`config.mk`:
```
export PLATFORM = sky130hd
export DESIGN_NAME = tsre_unwrap
export DESIGN_NICKNAME = d
export VERILOG_FILES = /design/src/design/tsre_unwrap.sv
export SDC_FILE = /design/constraint.sdc
export NUM_CORES = 1
export LEC_CHECK = 0
export BUFFER_PORTS_ARGS = -buffer_cell sky130_fd_sc_hd__buf_2
export CORE_AREA = 2 2 114 116
export DETAILED_ROUTE_END_ITERATION = 6
export DIE_AREA = 0 0 116 118
export PLACE_DENSITY = 0.7
export SYNTH_ARGS = -nofsm -noshare
export SYNTH_HDL_FRONTEND = slang
export SYNTH_SLANG_ARGS = --single-unit
export TNS_END_PERCENT = 10
```
`constraint.sdc`:
```
create_clock -name vclk -period 8.6
set_input_delay 0.86 -clock vclk [all_inputs]
set_output_delay 0.86 -clock vclk [all_outputs]
set_load 0.02 [all_outputs]
```
`src/design/tsre_unwrap.sv`:
```
`timescale 1ns / 1ps
// Sequence number unwrap unit: places a 32-bit offset nearest a 64-bit checkpoint.
// Depends on nothing beyond plain logic; shared by the ack and queue-walk steps.
module tsre_unwrap (
  input  logic [31:0] off,
  input  logic [63:0] cp,
  output logic [63:0] base
);
  logic [31:0] cp_lo;
  logic [31:0] cp_hi;
  logic [31:0] up_gap;
  logic [31:0] dn_gap;

  always_comb begin
    cp_lo  = cp[31:0];
    cp_hi  = cp[63:32];
    up_gap = off - cp_lo;
    dn_gap = cp_lo - off;
    base   = {cp_hi, off};
    if ((off > cp_lo) && (up_gap > 32'h8000_0000) && (cp_hi != 32'd0)) begin
      base = {cp_hi - 32'd1, off};
    end else if ((off < cp_lo) && (dn_gap > 32'h8000_0000) && (cp_hi != 32'hFFFF_FFFF)) begin
      base = {cp_hi + 32'd1, off};
    end
  end
endmodule

```
==> run metrics <==
outcome finished clean; CP Class input pin to primary output; Worst Path Max Fanout 17; Non-Filler Instances approximately 1,100; CP required 7.74 ns; Setup WS post-layout 2.27 ns; FF+latch area 0 sq um; fin. max-slew vios 0; proportion of power drawn by combinational gates 100.0%; Period minus WS final ~6.3 ns; row count 41; Worst VDD drop roughly 0.034 mV; Mean Syn Cell Area 6.54 sq um; Detail Placement HPWL approximately 16,000 microns; ant diodes 0; Synth Warn # 0; via count 6,741; Setup Fix Bufs, Post-CTS 0; leading area contributor after synthesis ha_1; port bufs 160; 1st-iter DRT viols 641; global-route wire length before repair around 30,000 microns; Antenna Nets Post-Route 0; vias in the first global route 6,084; # setup viols final 0; met3 Use GR 2.11%; internal power 0.150 mW; Sw Ratio 64.5%; Die Ht 118 microns; sequential element share of the synthesized area 0%; Critical Path Source Type input pin; distinct cell type count after synthesis 73; setup_tns 0 ns; GPL Wtd Cong 1.04; grt ovf 0; # clk buffers 0; Gate Count Post-Synth 846; num sequential 0; final WL 19,200 microns; vias per inst between 6 and 7; final hold vios 0; largest net degree at the start of global routing 20; Ports 160; number of gates resized after CTS 0; Yosys top cell area share 14.9%; Slew @ Worst Pin 0.838 ns; placed cell area 6140 sq um; LEAKAGE ~2.9 nW; RSZ-0062 raised after global routing false; placed cells 1,107; GRT Resource Usage Total 26.9%; relative slew slack 43.7%; starting density of the core 44.6%; Switching Power roughly 0.27 mW; element type at the critical path end primary output; layout cell share with drive strength beyond 1 19.0%; CP arrival 5.47 ns; met2 Use GR between 40% and 50%; Area Overhead vs Synth 11.0%; net count after synthesis between 1,000 and 1,500; hold slack 1.97 ns; fin area 6140 sq um; Clk pwr share 0%; Power Dens Cells 68.8 nW/um^2; Fmax 158 MHz; Most Used Layer, Global Route met2; met1 Usage GRT 37.4%; 1st-pass router iterations 5; Tcrit/Tclk final 73.6%; CORE AREA between 10,000 and 15,000 sq um; number of antenna violations at the first check in global routing 1; Die Area 13,700 sq um; # hold bufs at CTS 0; mapped cell area 5530 sq um; Seq pwr share 0%; total of max-cap violations 0; die width roughly 120 microns; wire per inst ~17 microns; synth top area cells ha_1 15%, a21oi_1 8.5%, xnor2_1 7.1%; post-placement setup slack 2.33 ns; fin nets 1,100; Worst Hold Class input pin to primary output; # DRC 0; filler cell count 1,365
==> per-stage QoR <==
| step | utilization (%) | power, mW |
|---|---|---|
| after detailed placement | 49.5 | 0.413 |
| final | 49.5 | 0.423 |
| after global placement | 49.5 | 0.414 |
| after global routing | 49.5 | 0.462 |
| after CTS | 49.5 | 0.415 |
| after floorplan | - | 0.295 |
==> final timing paths <==
kind	cells past startpoint	from	to	slack, ns
setup / recovery	17	off[0]	base[61]	2.27
hold / removal	2	off[17]	base[17]	1.97
==> cells in the mapped netlist (all sizes together) (6+ instances only) <==
master   count
a21oi       94
inv         83
ha          66
nand2       60
o21ai       53
buf         46
xnor2       45
nor2        41
nor3        35
clkbuf      26
nand4       25
nand3       19
nor4        19
and4        15
a21o        14
and3        14
or3         14
xor2        13
a31oi       12
a211oi      11
and2        11
o211ai      10
nand2b       9
o21a         9
o21bai       9
a22oi        8
a32oi        7
a2111oi      6
mux2i        6
==> kinds of logic after synthesis <==
group / count (synthesis) / synth area share, %
and+or+nand+nor: 283 / 29.1
AOI/OAI and AO/OA: 277 / 32.2
buffers and inverters: 155 / 13.1
adders and majority gates: 67 / 15.3
xor gates and xnor gates: 58 / 9.18
muxes: 6 / 1.09
==> layout by cell type (no fill, tap or decap), types with 14 or more instances in the layout <==
cell type	instances
and3_1	14
ha_1	66
xnor2_1	45
o21ai_0	52
nand2_1	60
nand3_1	18
a21oi_1	94
a21o_1	14
nor3_1	33
and4_1	15
nand4_1	25
buf_2	160
inv_1	83
nor4_1	17
nor2_1	39
or3_1	14
==> layout make-up <==
cell class         instances  area, sq um  area share, %
repair buffers           161          808           13.2
inverters                 83          312           5.07
well taps                172          215           3.50
multi-input cells        691         4810           78.3
==> layer usage <==
metal | vias up | routed length (microns)
met5 | - | 10
met4 | 2 | 693
met3 | 44 | 1260
met2 | 301 | 8650
met1 | 3110 | 8530
li1 | 3284 | -
==> critical path, stage by stage <==
cell       delay, ns
buf_2           0.11
inv_1           0.05
ha_1            0.17
inv_1           0.06
fa_1            0.43
a41o_1          0.23
a211oi_1        0.37
o31a_1          0.24
o21ai_0         0.23
a211oi_1        0.53
mux2i_1         0.13
a2111oi_0       0.46
and4_1          0.74
nor3_1          0.25
a22oi_1         0.23
xnor2_1         0.16
buf_2           0.20
==> power groups by stage <==
stage / Sequential, mW / Clock (mW) / Combinational (mW)
after floorplan: 0 / 0 / 0.295
after global placement: 0 / 0 / 0.414
after detailed placement: 0 / 0 / 0.413
after CTS: 0 / 0 / 0.415
after global routing: 0 / 0 / 0.462
final: 0 / 0 / 0.423
(Power assumes the default switching activity.)
