===== src/design/tsre_pkg.sv =====
`timescale 1ns / 1ps
// Shared types and constants for the TCP sender retransmit engine.
// No dependencies; every other file but tsre_unwrap imports this package.
package tsre_pkg;

  localparam int unsigned MaxPayload = 1452;
  localparam int unsigned QueueDepth = 64;
  localparam int unsigned ResultLimit = 48;

  localparam int unsigned PayloadCapInt = (MaxPayload > 2047) ? 2047 : MaxPayload;
  localparam int unsigned QA_W = $clog2(QueueDepth);
  localparam int unsigned QC_W = $clog2(QueueDepth + 1);
  localparam int unsigned RA_W = $clog2(ResultLimit);
  localparam int unsigned RC_W = $clog2(ResultLimit + 1);

  localparam logic [10:0] PAYLOAD_CAP = 11'(PayloadCapInt);
  localparam logic [QC_W-1:0] QUEUE_FULL = QC_W'(QueueDepth);
  localparam logic [RC_W-1:0] RESULT_MAX = RC_W'(ResultLimit);

  localparam logic [2:0] CMD_PUSH  = 3'd0;
  localparam logic [2:0] CMD_FILL  = 3'd1;
  localparam logic [2:0] CMD_ACK   = 3'd2;
  localparam logic [2:0] CMD_TICK  = 3'd3;
  localparam logic [2:0] CMD_EMPTY = 3'd4;

  localparam logic [1:0] REG_ISN     = 2'd0;
  localparam logic [1:0] REG_TIMEOUT = 2'd1;
  localparam logic [1:0] REG_CAP     = 2'd2;

  // outstanding segment descriptor
  typedef struct packed {
    logic [31:0] off;
    logic [10:0] len;
    logic        syn;
    logic        fin;
  } desc_t;

  // one buffered result, status fields added at drain time
  typedef struct packed {
    logic        valid;
    logic [31:0] seq;
    logic [10:0] len;
    logic        syn;
    logic        fin;
    logic        retx;
  } res_t;

endpackage


===== src/design/tsre_queue.sv =====
`timescale 1ns / 1ps
// Outstanding segment descriptor memory: one write port, one registered read port.
// Depends on tsre_pkg for desc_t and the queue depth.
module tsre_queue (
  input  logic                  clk,
  input  logic                  we,
  input  logic [tsre_pkg::QA_W-1:0] waddr,
  input  tsre_pkg::desc_t       wdata,
  input  logic [tsre_pkg::QA_W-1:0] raddr,
  output tsre_pkg::desc_t       rdata
);
  import tsre_pkg::*;

  desc_t mem [QueueDepth];

  always_ff @(posedge clk) begin
    if (we) begin
      mem[waddr] <= wdata;
    end
    rdata <= mem[raddr];
  end
endmodule


===== config.mk =====
export PLATFORM = sky130hd
export DESIGN_NAME = tsre_queue
export DESIGN_NICKNAME = d
export VERILOG_FILES = /design/src/design/tsre_pkg.sv /design/src/design/tsre_queue.sv
export SDC_FILE = /design/constraint.sdc
export NUM_CORES = 2
export LEC_CHECK = 0
export ABC_CLOCK_PERIOD_IN_PS = 4100
export BUFFER_PORTS_ARGS = -buffer_cell sky130_fd_sc_hd__buf_2
export CAP_MARGIN = 20
export CORE_MARGIN = 4
export CORE_UTILIZATION = 57
export DETAILED_ROUTE_END_ITERATION = 16
export PLACE_DENSITY = 0.85
export RECOVER_POWER = 100
export SYNTH_ARGS = -nofsm -noshare
export SYNTH_HDL_FRONTEND = slang
export SYNTH_SLANG_ARGS = --single-unit

===== constraint.sdc =====
create_clock -name clk -period 4.1 [get_ports clk]
set_clock_uncertainty 0.1 [all_clocks]
set_input_delay 0.205 -clock clk [delete_from_list [all_inputs] [get_ports clk]]
set_output_delay 0.205 -clock clk [all_outputs]
set_load 0.005 [all_outputs]

==> flow_summary.json <==
{
  "setup_viol": 0,
  "hold_class": "in -> reg",
  "crit_fanout": 24,
  "slew_headroom": -1.35,
  "vias_per_cell": 7.54,
  "syn_area_um2": 110000,
  "ys.flop_type": "edfxtp_1",
  "synth_warnings": 0,
  "vdd_drop_max_mv": 0.398,
  "grt_first_pass_wirelength_um": 462000,
  "drive_gt1_frac": 0.248,
  "vias": 59000,
  "routedWlPerCell_um": 43.4,
  "cpPeakStageDelay_ns": 0.90,
  "crit_path_end_kind": "flop",
  "die_area_um2": 200000,
  "yosysTopAreaCellShare": 0.787,
  "synth_cells": 4670,
  "drtPass1Iterations": 8,
  "pin_count": 104,
  "core_area_um2": 191000,
  "path_buf_inv": 3,
  "seqPwrFrac": 0.540,
  "maxCapViolations": 127,
  "die_w_um": 447,
  "synth_cell_types": 40,
  "worstSetupStartpointType": "input pin",
  "grt_pass1_vias": 59800,
  "dr.first_iter.drc_count": 12100,
  "fin_nets": 5163,
  "ys_seq_area_frac": 0.795,
  "worst_pin_slew_ns": 3.52,
  "power_density_nw_per_um2": 501,
  "dp_cells": 7240,
  "p_comb_frac": 0.051,
  "synth.avg_cell_area_um2": 23.5,
  "switching_share": 0.220,
  "start_util": 0.576,
  "setup_tns_ns": 0,
  "fin_crit_sh": 0.954,
  "die_h_um": 447,
  "p_switching_mw": 13.5,
  "hpwl_um": 163000,
  "io_buffer_count": 103,
  "cts_sinks": 2925,
  "grtUsageTotal": 0.334,
  "stdcell_area_um2": 123000,
  "critPathArrivalTime_ns": 4.55,
  "critPathKind": "in -> reg",
  "async_flop_share": 0,
  "critPathSlowestCell": "clkbuf_2",
  "max_freq_ghz": 0.256,
  "wirelength_um": 339000,
  "drc_errors": 0,
  "cts_max_level": 5,
  "place_area_um2": 115000,
  "period_minus_slack_ns": 3.91,
  "p_clk_frac": 0.409,
  "yosysTopAreaCell": "edfxtp_1",
  "status": "finished with violations",
  "synth_edf_count": 2880,
  "std_cell_rows": 160,
  "antenna_found_initial": 28,
  "cp_top_family": "buffers and inverters",
  "path_common_cell": "a21oi_1",
  "clkTransAtPathRegs_ns": 0.07,
  "slew_viol_final": 4573,
  "root_buffer": "clkbuf_16",
  "n_fill_cell": 11300,
  "cts_setup_buffers": 0,
  "cts_tree": "built",
  "clk_path_buf_depth": 4,
  "final_antenna_net_count": 0,
  "place.gp.congestion": 0.823,
  "grt_overflow": 0,
  "clk_latency_ns": 0.95,
  "final_hold_viol_count": 0,
  "cts_buffers": 283,
  "violations": "capacitance limit, slew limit",
  "p_leak_nw": 38.1,
  "stdcell_count": 7825,
  "required_ns": 4.74,
  "synth-seq-cells": 2925,
  "grt_max_degree": 77,
  "areaGrowthSynthToFinish_pct": 12.0,
  "syn-num-nets": 4729,
  "worstPathCellList": "dlygate4sd3_1 -> buf_2 -> nand2_2 -> clkbuf_2 -> o221ai_1 -> a21oi_1 -> a21oi_1 -> a221oi_1",
  "rsz0062_at_grt": "false",
  "p_int_mw": 48.1,
  "synthTopCellsByArea": "edfxtp_1, mux4_2, dfxtp_1"
}
-- metrics by stage --
| stage | hold slack [ns] | power [mW] | worst slack [ns] | utilization |
|---|---|---|---|---|
| 6_report | 0.0776 | 61.7 | 0.191 | 0.645 |
| 5_1_grt | 0.0616 | 63.0 | 0.459 | 0.645 |
| 4_1_cts | 0.000159 | 61.4 | 1.29 | 0.649 |
| 3_5_place_dp | 0.488 | 36.8 | 0.582 | 0.602 |
| 3_3_place_gp | 0.487 | 36.6 | 0.668 | 0.602 |
| 2_1_floorplan | 0.204 | 35.4 | 0.579 | - |
-- repair_timing --
item                        CTS  global route
setup endpoints to repair     0             0
resized for setup             0             0
hold buffers                 44             6
hold endpoints to repair   1886           384
-- layout make-up --
cell class,instances,area (µm²),area share
Antenna cell,10,25.0,0.000203
Multi-Input combinational cell,1477,21300,0.173
Clock buffer,369,7620,0.0619
Tap cell,2511,3140,0.0255
Clock inverter,116,897,0.00729
Timing Repair Buffer,417,2760,0.0224
Sequential cell,2925,87400,0.710
-- placed cells by master (no fill, tap or decap), types with 13 or more instances in the layout --
cell	Yosys	routed
o22ai_1	119	119
clkinv_2	0	37
clkbuf_1	104	260
clkbuf_16	0	288
buf_4	62	76
dfxtp_1	45	45
buf_12	0	29
nor2_1	130	109
a21oi_1	73	73
dlygate4sd3_1	0	50
nor2_4	0	19
a221oi_1	79	79
mux2i_1	60	60
clkbuf_2	0	46
a22o_1	53	53
a22oi_1	65	65
buf_2	62	22
o221ai_1	24	24
a211oi_1	20	20
nand2_1	54	53
mux2_2	26	26
mux4_2	706	706
edfxtp_1	2880	2880
clkinv_1	0	50
bufinv_16	0	13
-- power by group through the flow --
stage          logic (mW)  clock network (mW)  registers (mW)
6_report             3.15                25.2            33.3
3_5_place_dp         2.90                   0            33.9
4_1_cts              3.06                25.0            33.3
3_3_place_gp         2.78                   0            33.9
5_1_grt              3.21                26.5            33.3
2_1_floorplan        1.60                   0            33.8
-- cells by family after synthesis --
group,count (synthesis),share of synthesized area
muxes,793,0.153
DFF,2925,0.795
AOI/OAI and AO/OA,448,0.0295
and+or+nand+nor,236,0.00937
buffers and inverters,268,0.0133
-- state kept, by name, summed over array words and instances (netlist names) --
name	cells
mem	2880
rdata	45
-- cells in the mapped netlist (all sizes together) (4+ instances only) --
master	instances
mux2i	60
edfxtp	2880
a221oi	80
buf	162
a22o	53
mux2	27
nand2b	9
a31o	5
nand3	7
o221ai	24
a211oi	20
or3b	4
a22oi	65
a311oi	5
nand2	54
nand3b	5
mux4	706
nor2b	12
nor2	130
clkbuf	106
a21oi	73
o22ai	119
dfxtp	45
-- final timing paths --
check                                            from               endpoint  slack [ns]  cells after the start
worst max register to register  mem[34][40]$_DFFE_PP_      rdata[40]$_DFF_P_        1.27                      5
worst min-delay path                         waddr[0]  mem[54][26]$_DFFE_PP_        0.08                      3
worst min register to register  mem[48][37]$_DFFE_PP_      rdata[37]$_DFF_P_        0.81                      5
worst max-delay path                         raddr[4]      rdata[40]$_DFF_P_        0.19                      8
-- tightest hold or removal path, delay by kind of cell --
| family | cells | cell delay [ns] |
|---|---|---|
| buf+inv | 1 | 0.18 |
| simple gates | 2 | 0.52 |
-- layer usage --
layer | GRT usage | up-vias | part of all wire
met5 | 0.000244 | - | 0.00055
li1 | - | 21000 | -
met4 | 0.236 | 24 | 0.093
met2 | 0.521 | 6769 | 0.47
met3 | 0.0914 | 1781 | 0.15
met1 | 0.408 | 29500 | 0.29
(Power assumes the default switching activity.)
