## src/design/tsre_pkg.sv

```systemverilog
`timescale 1ns / 1ps
// Shared types and constants for the TCP sender retransmit engine.
// No dependencies; every other file but tsre_unwrap imports this package.
package tsre_pkg;

  localparam int unsigned MaxPayload = 1452;
  localparam int unsigned QueueDepth = 64;
  localparam int unsigned ResultLimit = 48;

  localparam int unsigned PayloadCapInt = (MaxPayload > 2047) ? 2047 : MaxPayload;
  localparam int unsigned QA_W = $clog2(QueueDepth);
  localparam int unsigned QC_W = $clog2(QueueDepth + 1);
  localparam int unsigned RA_W = $clog2(ResultLimit);
  localparam int unsigned RC_W = $clog2(ResultLimit + 1);

  localparam logic [10:0] PAYLOAD_CAP = 11'(PayloadCapInt);
  localparam logic [QC_W-1:0] QUEUE_FULL = QC_W'(QueueDepth);
  localparam logic [RC_W-1:0] RESULT_MAX = RC_W'(ResultLimit);

  localparam logic [2:0] CMD_PUSH  = 3'd0;
  localparam logic [2:0] CMD_FILL  = 3'd1;
  localparam logic [2:0] CMD_ACK   = 3'd2;
  localparam logic [2:0] CMD_TICK  = 3'd3;
  localparam logic [2:0] CMD_EMPTY = 3'd4;

  localparam logic [1:0] REG_ISN     = 2'd0;
  localparam logic [1:0] REG_TIMEOUT = 2'd1;
  localparam logic [1:0] REG_CAP     = 2'd2;

  // outstanding segment descriptor
  typedef struct packed {
    logic [31:0] off;
    logic [10:0] len;
    logic        syn;
    logic        fin;
  } desc_t;

  // one buffered result, status fields added at drain time
  typedef struct packed {
    logic        valid;
    logic [31:0] seq;
    logic [10:0] len;
    logic        syn;
    logic        fin;
    logic        retx;
  } res_t;

endpackage

```

## src/design/tsre_result_buf.sv

```systemverilog
`timescale 1ns / 1ps
// Result buffer: holds the items of one step until its status is final.
// Depends on tsre_pkg for res_t and the result limit.
module tsre_result_buf (
  input  logic                  clk,
  input  logic                  we,
  input  logic [tsre_pkg::RA_W-1:0] waddr,
  input  tsre_pkg::res_t        wdata,
  input  logic [tsre_pkg::RA_W-1:0] raddr,
  output tsre_pkg::res_t        rdata
);
  import tsre_pkg::*;

  res_t mem [ResultLimit];

  always_ff @(posedge clk) begin
    if (we) begin
      mem[waddr] <= wdata;
    end
    rdata <= mem[raddr];
  end
endmodule

```

## config.mk

```make
export PLATFORM = sky130hd
export DESIGN_NAME = tsre_result_buf
export DESIGN_NICKNAME = d
export VERILOG_FILES = /design/src/design/tsre_pkg.sv /design/src/design/tsre_result_buf.sv
export SDC_FILE = /design/constraint.sdc
export NUM_CORES = 2
export LEC_CHECK = 0
export BUFFER_PORTS_ARGS = -buffer_cell sky130_fd_sc_hd__buf_2
export CAP_MARGIN = 20
export CORE_MARGIN = 5
export CORE_UTILIZATION = 30
export DETAILED_ROUTE_END_ITERATION = 7
export SYNTH_ARGS = -nofsm -noshare
export SYNTH_HDL_FRONTEND = slang
export SYNTH_SLANG_ARGS = --single-unit
```

## constraint.sdc

```tcl
create_clock -name clk -period 6.7 [get_ports clk]
set_input_delay 0.335 -clock clk [delete_from_list [all_inputs] [get_ports clk]]
set_output_delay 0.335 -clock clk [all_outputs]
set_load 0.1 [all_outputs]
```

==> reports/qor_table.md <==
| Group | Metric | Reported |
|---|---|---|
| sta | Post-route clock skew | 0.0518 ns |
| routing | Number of detailed-routing iterations run before antenna repair | 6 |
| routing | Final routed wirelength across all metal layers | 230 mm |
| logic synthesis | Part of the Yosys area used for sequential elements | 79.1% |
| sta | Final max-slew violation count | 0 |
| setup path | Element type at the critical path end | flip-flop |
| clocking | Number of buffers inserted to repair setup after CTS | 0 |
| clocking | Inserted Clock Buffers | 213 |
| setup path | Crit Path Category | input port to flip-flop |
| placement | Post-Place Setup Slack | 3.08 ns |
| logic synthesis | Syn Area/Cell | 23.1 µm² |
| sta | Setup repair after global routing missed its margin | false |
| grt | Global Route Usage Sum | 15.0% |
| logic synthesis | Share of the synthesized area in the top cell type | 78.0% |
| clocking | Deepest level of the CTS H-tree | 4 |
| pwr | Total power density per cell area | 299 nW/µm² |
| routing | WL/cell | 29.0 µm |
| sta | Count of endpoints failing setup in the final report | 0 |
| placement | Dpl hpwl | 123 mm |
| routing | Final routed DRC violation total | 0 |
| logic synthesis | Async SR Flop Fraction | 0% |
| sta | Number of hold-slack violations in the final timing report | 0 |
| clocking | Clock sink count | 2,303 |
| sta | Time the worst path needs with I/O delays and setup | 2.63 ns |
| logic synthesis | Area leader, netlist | sky130_fd_sc_hd__edfxtp_1 |
| clocking | CTS tree | done |
| grt | Wire length of the first global-routing pass | 322 mm |
| layout | Most common library cell in the layout ignoring fill and taps | sky130_fd_sc_hd__edfxtp_1 |
| grt | Vias in the first global route | 41,700 |
| sta | Total negative setup slack | 0 ns |
| floorplanning | Total I/O pin count | 108 |
| routing | Post-route antenna net violation count | 0 |
| min path | Number of cells on the worst hold path | 1 |
| min path | Worst Hold Class | input port to flip-flop |
| clocking | Insertion delay to the later sink of the worst-skew pair | 0.85 ns |
| status | Status | finished clean |
| floorplanning | Starting utilization of the core area | 30.1% |
| sta | Worst path setup slack after routing | 4.07 ns |
| layout | Most used cells in the layout excluding fill and tap cells | sky130_fd_sc_hd__edfxtp_1 (2,256), sky130_fd_sc_hd__mux4_2 (527), sky130_fd_sc_hd__clkbuf_16 (216) |
| setup path | Setup crit start kind | input port |
| layout | Relative area change from synthesis to final layout | 14.4% |
| layout | Nets | 4,026 |
| floorplanning | Standard cell core area | 288,000 µm² |
| clocking | CTS root buf | sky130_fd_sc_hd__clkbuf_16 |
| layout | FILL cells | 26,500 |
| logic synthesis | Number of flops mapped to enable cells by yosys | 2,256 |
| setup path | Crit Path Max Fanout | 106 |
| routing | Number of DRC violations after detailed-routing iteration 0 | 4,843 |
| logic synthesis | Number of synthesized register bits | 2,303 |
| setup path | Number of cells on the worst reg-to-reg path | 4 |
| routing | Vias/cell | 5.22 |
| logic synthesis | Number of distinct library cell variants in the gate-level netlist after synthesis | 40 |
| logic synthesis | Warnings from Yosys | 0 |
| clocking | CTS Hold Buffers Added | 0 |
| logic synthesis | Synth Instances | 3,750 |
| clocking | Number of buffers on the longest clock path | 3 |
| grt | Total overflow reported by the global router | 0 |
| pwr | Peak supply drop | 287 µV |
| clocking | Number of resized instances in the post-cts repair step | 0 |
| logic synthesis | Most area-consuming cells after synthesis | sky130_fd_sc_hd__edfxtp_1 (78%), sky130_fd_sc_hd__mux4_2 (14%), sky130_fd_sc_hd__mux2i_1 (1.9%) |
| logic synthesis | Number of nets produced by synthesis | 3,811 |
| layout | Fraction of final layout cells with drive strength greater than 1 | 26.3% |
| routing | Total number of vias | 41,500 |
| setup path | Endpoint arrival time on the critical path | 3.36 ns |
| flow run | Max-Cap Viols | 0 |
| placement | RD Place Congestion | 0.762 |
| floorplanning | Row count | 197 |
| pwr | Leakage power | 30.5 nW |
| sta | Period utilization | 39.3% |
| clocking | Clock input transition at the sequential cells of the worst setup and hold paths | 0.06 ns |
| floorplanning | Die Width | 548 µm |
| grt | Maximum number of pins on one net before global-route repair | 115 |
| placement | Number of buffer cells added on primary ports | 107 |
| sta | Transition time of the tightest slew-check pin | 1.07 ns |
| sta | Relative slew slack | 28.9% |
| logic synthesis | Syn Std Cell Area | 86,800 µm² |
| logic synthesis | Post-synth top flop | sky130_fd_sc_hd__edfxtp_1 |
| sta | Top achievable clock speed | 0.380 GHz |
| floorplanning | Die area | 300,000 µm² |
| layout | Design area | 99,300 µm² |
| placement | Post-place instance area | 92,300 µm² |
| grt | Initial antenna violation count | 43 |
| setup path | Data required time at the worst endpoint | 7.43 ns |
| floorplanning | Die boundary height | 548 µm |
-- sequential cells by signal, summed over array words and instances, names as in the netlist --
| register | cells |
|---|---|
| mem | 2256 |
| rdata | 47 |
-- synthesized netlist by cell type (21+ instances only) --
master and number:
sky130_fd_sc_hd__dfxtp_1 47, sky130_fd_sc_hd__buf_2 60, sky130_fd_sc_hd__edfxtp_1 2256, sky130_fd_sc_hd__and2_1 21, sky130_fd_sc_hd__mux4_2 527, sky130_fd_sc_hd__mux2i_1 168, sky130_fd_sc_hd__a211o_1 22, sky130_fd_sc_hd__nor2_1 54
sky130_fd_sc_hd__o22ai_1 88, sky130_fd_sc_hd__buf_4 37, sky130_fd_sc_hd__clkbuf_1 70, sky130_fd_sc_hd__a22oi_1 53, sky130_fd_sc_hd__buf_1 28, sky130_fd_sc_hd__o31ai_1 25, sky130_fd_sc_hd__o211ai_1 22, sky130_fd_sc_hd__o221ai_1 41
sky130_fd_sc_hd__a21oi_1 28, sky130_fd_sc_hd__nand2_1 58
-- worst max-delay path: stages --
cell and delay (ns):
sky130_fd_sc_hd__buf_8 0.49, sky130_fd_sc_hd__buf_12 0.67, sky130_fd_sc_hd__mux4_2 0.60, sky130_fd_sc_hd__and2_1 0.17, sky130_fd_sc_hd__o31ai_1 0.22, sky130_fd_sc_hd__a21oi_1 0.18
sky130_fd_sc_hd__a211o_1 0.26
-- area by class of cell --
class                   instances  area (µm²)  share of cell area [%]
clock inverters                94         938                   0.945
clock buffers                 308        6030                    6.08
well taps                    3781        4730                    4.77
flip-flops and latches       2303       68700                    69.2
diodes                         10        25.0                  0.0252
multi-input cells            1239       17400                    17.5
repair buffers                207        1450                    1.46
inverters                       1        3.75                 0.00378
-- power by group --
part           internal [mW]  switching (mW)  leakage (nW)
combinational          0.494            1.09          6.47
clock                   6.80            5.27          3.39
sequential              15.9          0.0791          20.7
-- through the flow --
stage	total power [mW]	std cells	util, %	hold slack, ns
3_3_place_gp	17.9	7529	32.0	0.761
2_1_floorplan	17.3	3750	-	0.434
4_1_cts	29.9	7932	34.4	0.0362
6_report	29.7	7943	34.5	0.101
3_5_place_dp	17.9	7530	32.0	0.777
5_1_grt	30.6	7936	34.4	0.0742
-- final timing paths --
kind	to	slack (ns)	startpoint
setup / recovery	rdata[17]	4.07	raddr[0]
hold / removal	mem[33][24]	0.10	wdata[24]
setup reg to reg	rdata[30]	4.78	mem[15][30]
hold reg to reg	rdata[41]	0.79	mem[39][41]
-- routing by layer --
metal	GRT usage, %	vias to the layer above	part of all wire, %
li1	-	16600	-
met1	20.5	22600	41
met2	24.0	1911	48
met3	3.68	404	9.1
met4	3.92	8	2.6
met5	0	-	0.025
-- kinds of logic after synthesis --
kind of cell / synth area share (%)
flops: 79.1
buf+inv: 1.25
simple gates: 1.15
mux: 15.7
compound gates: 2.78
Note: power is estimated with default switching activity, not from simulation.
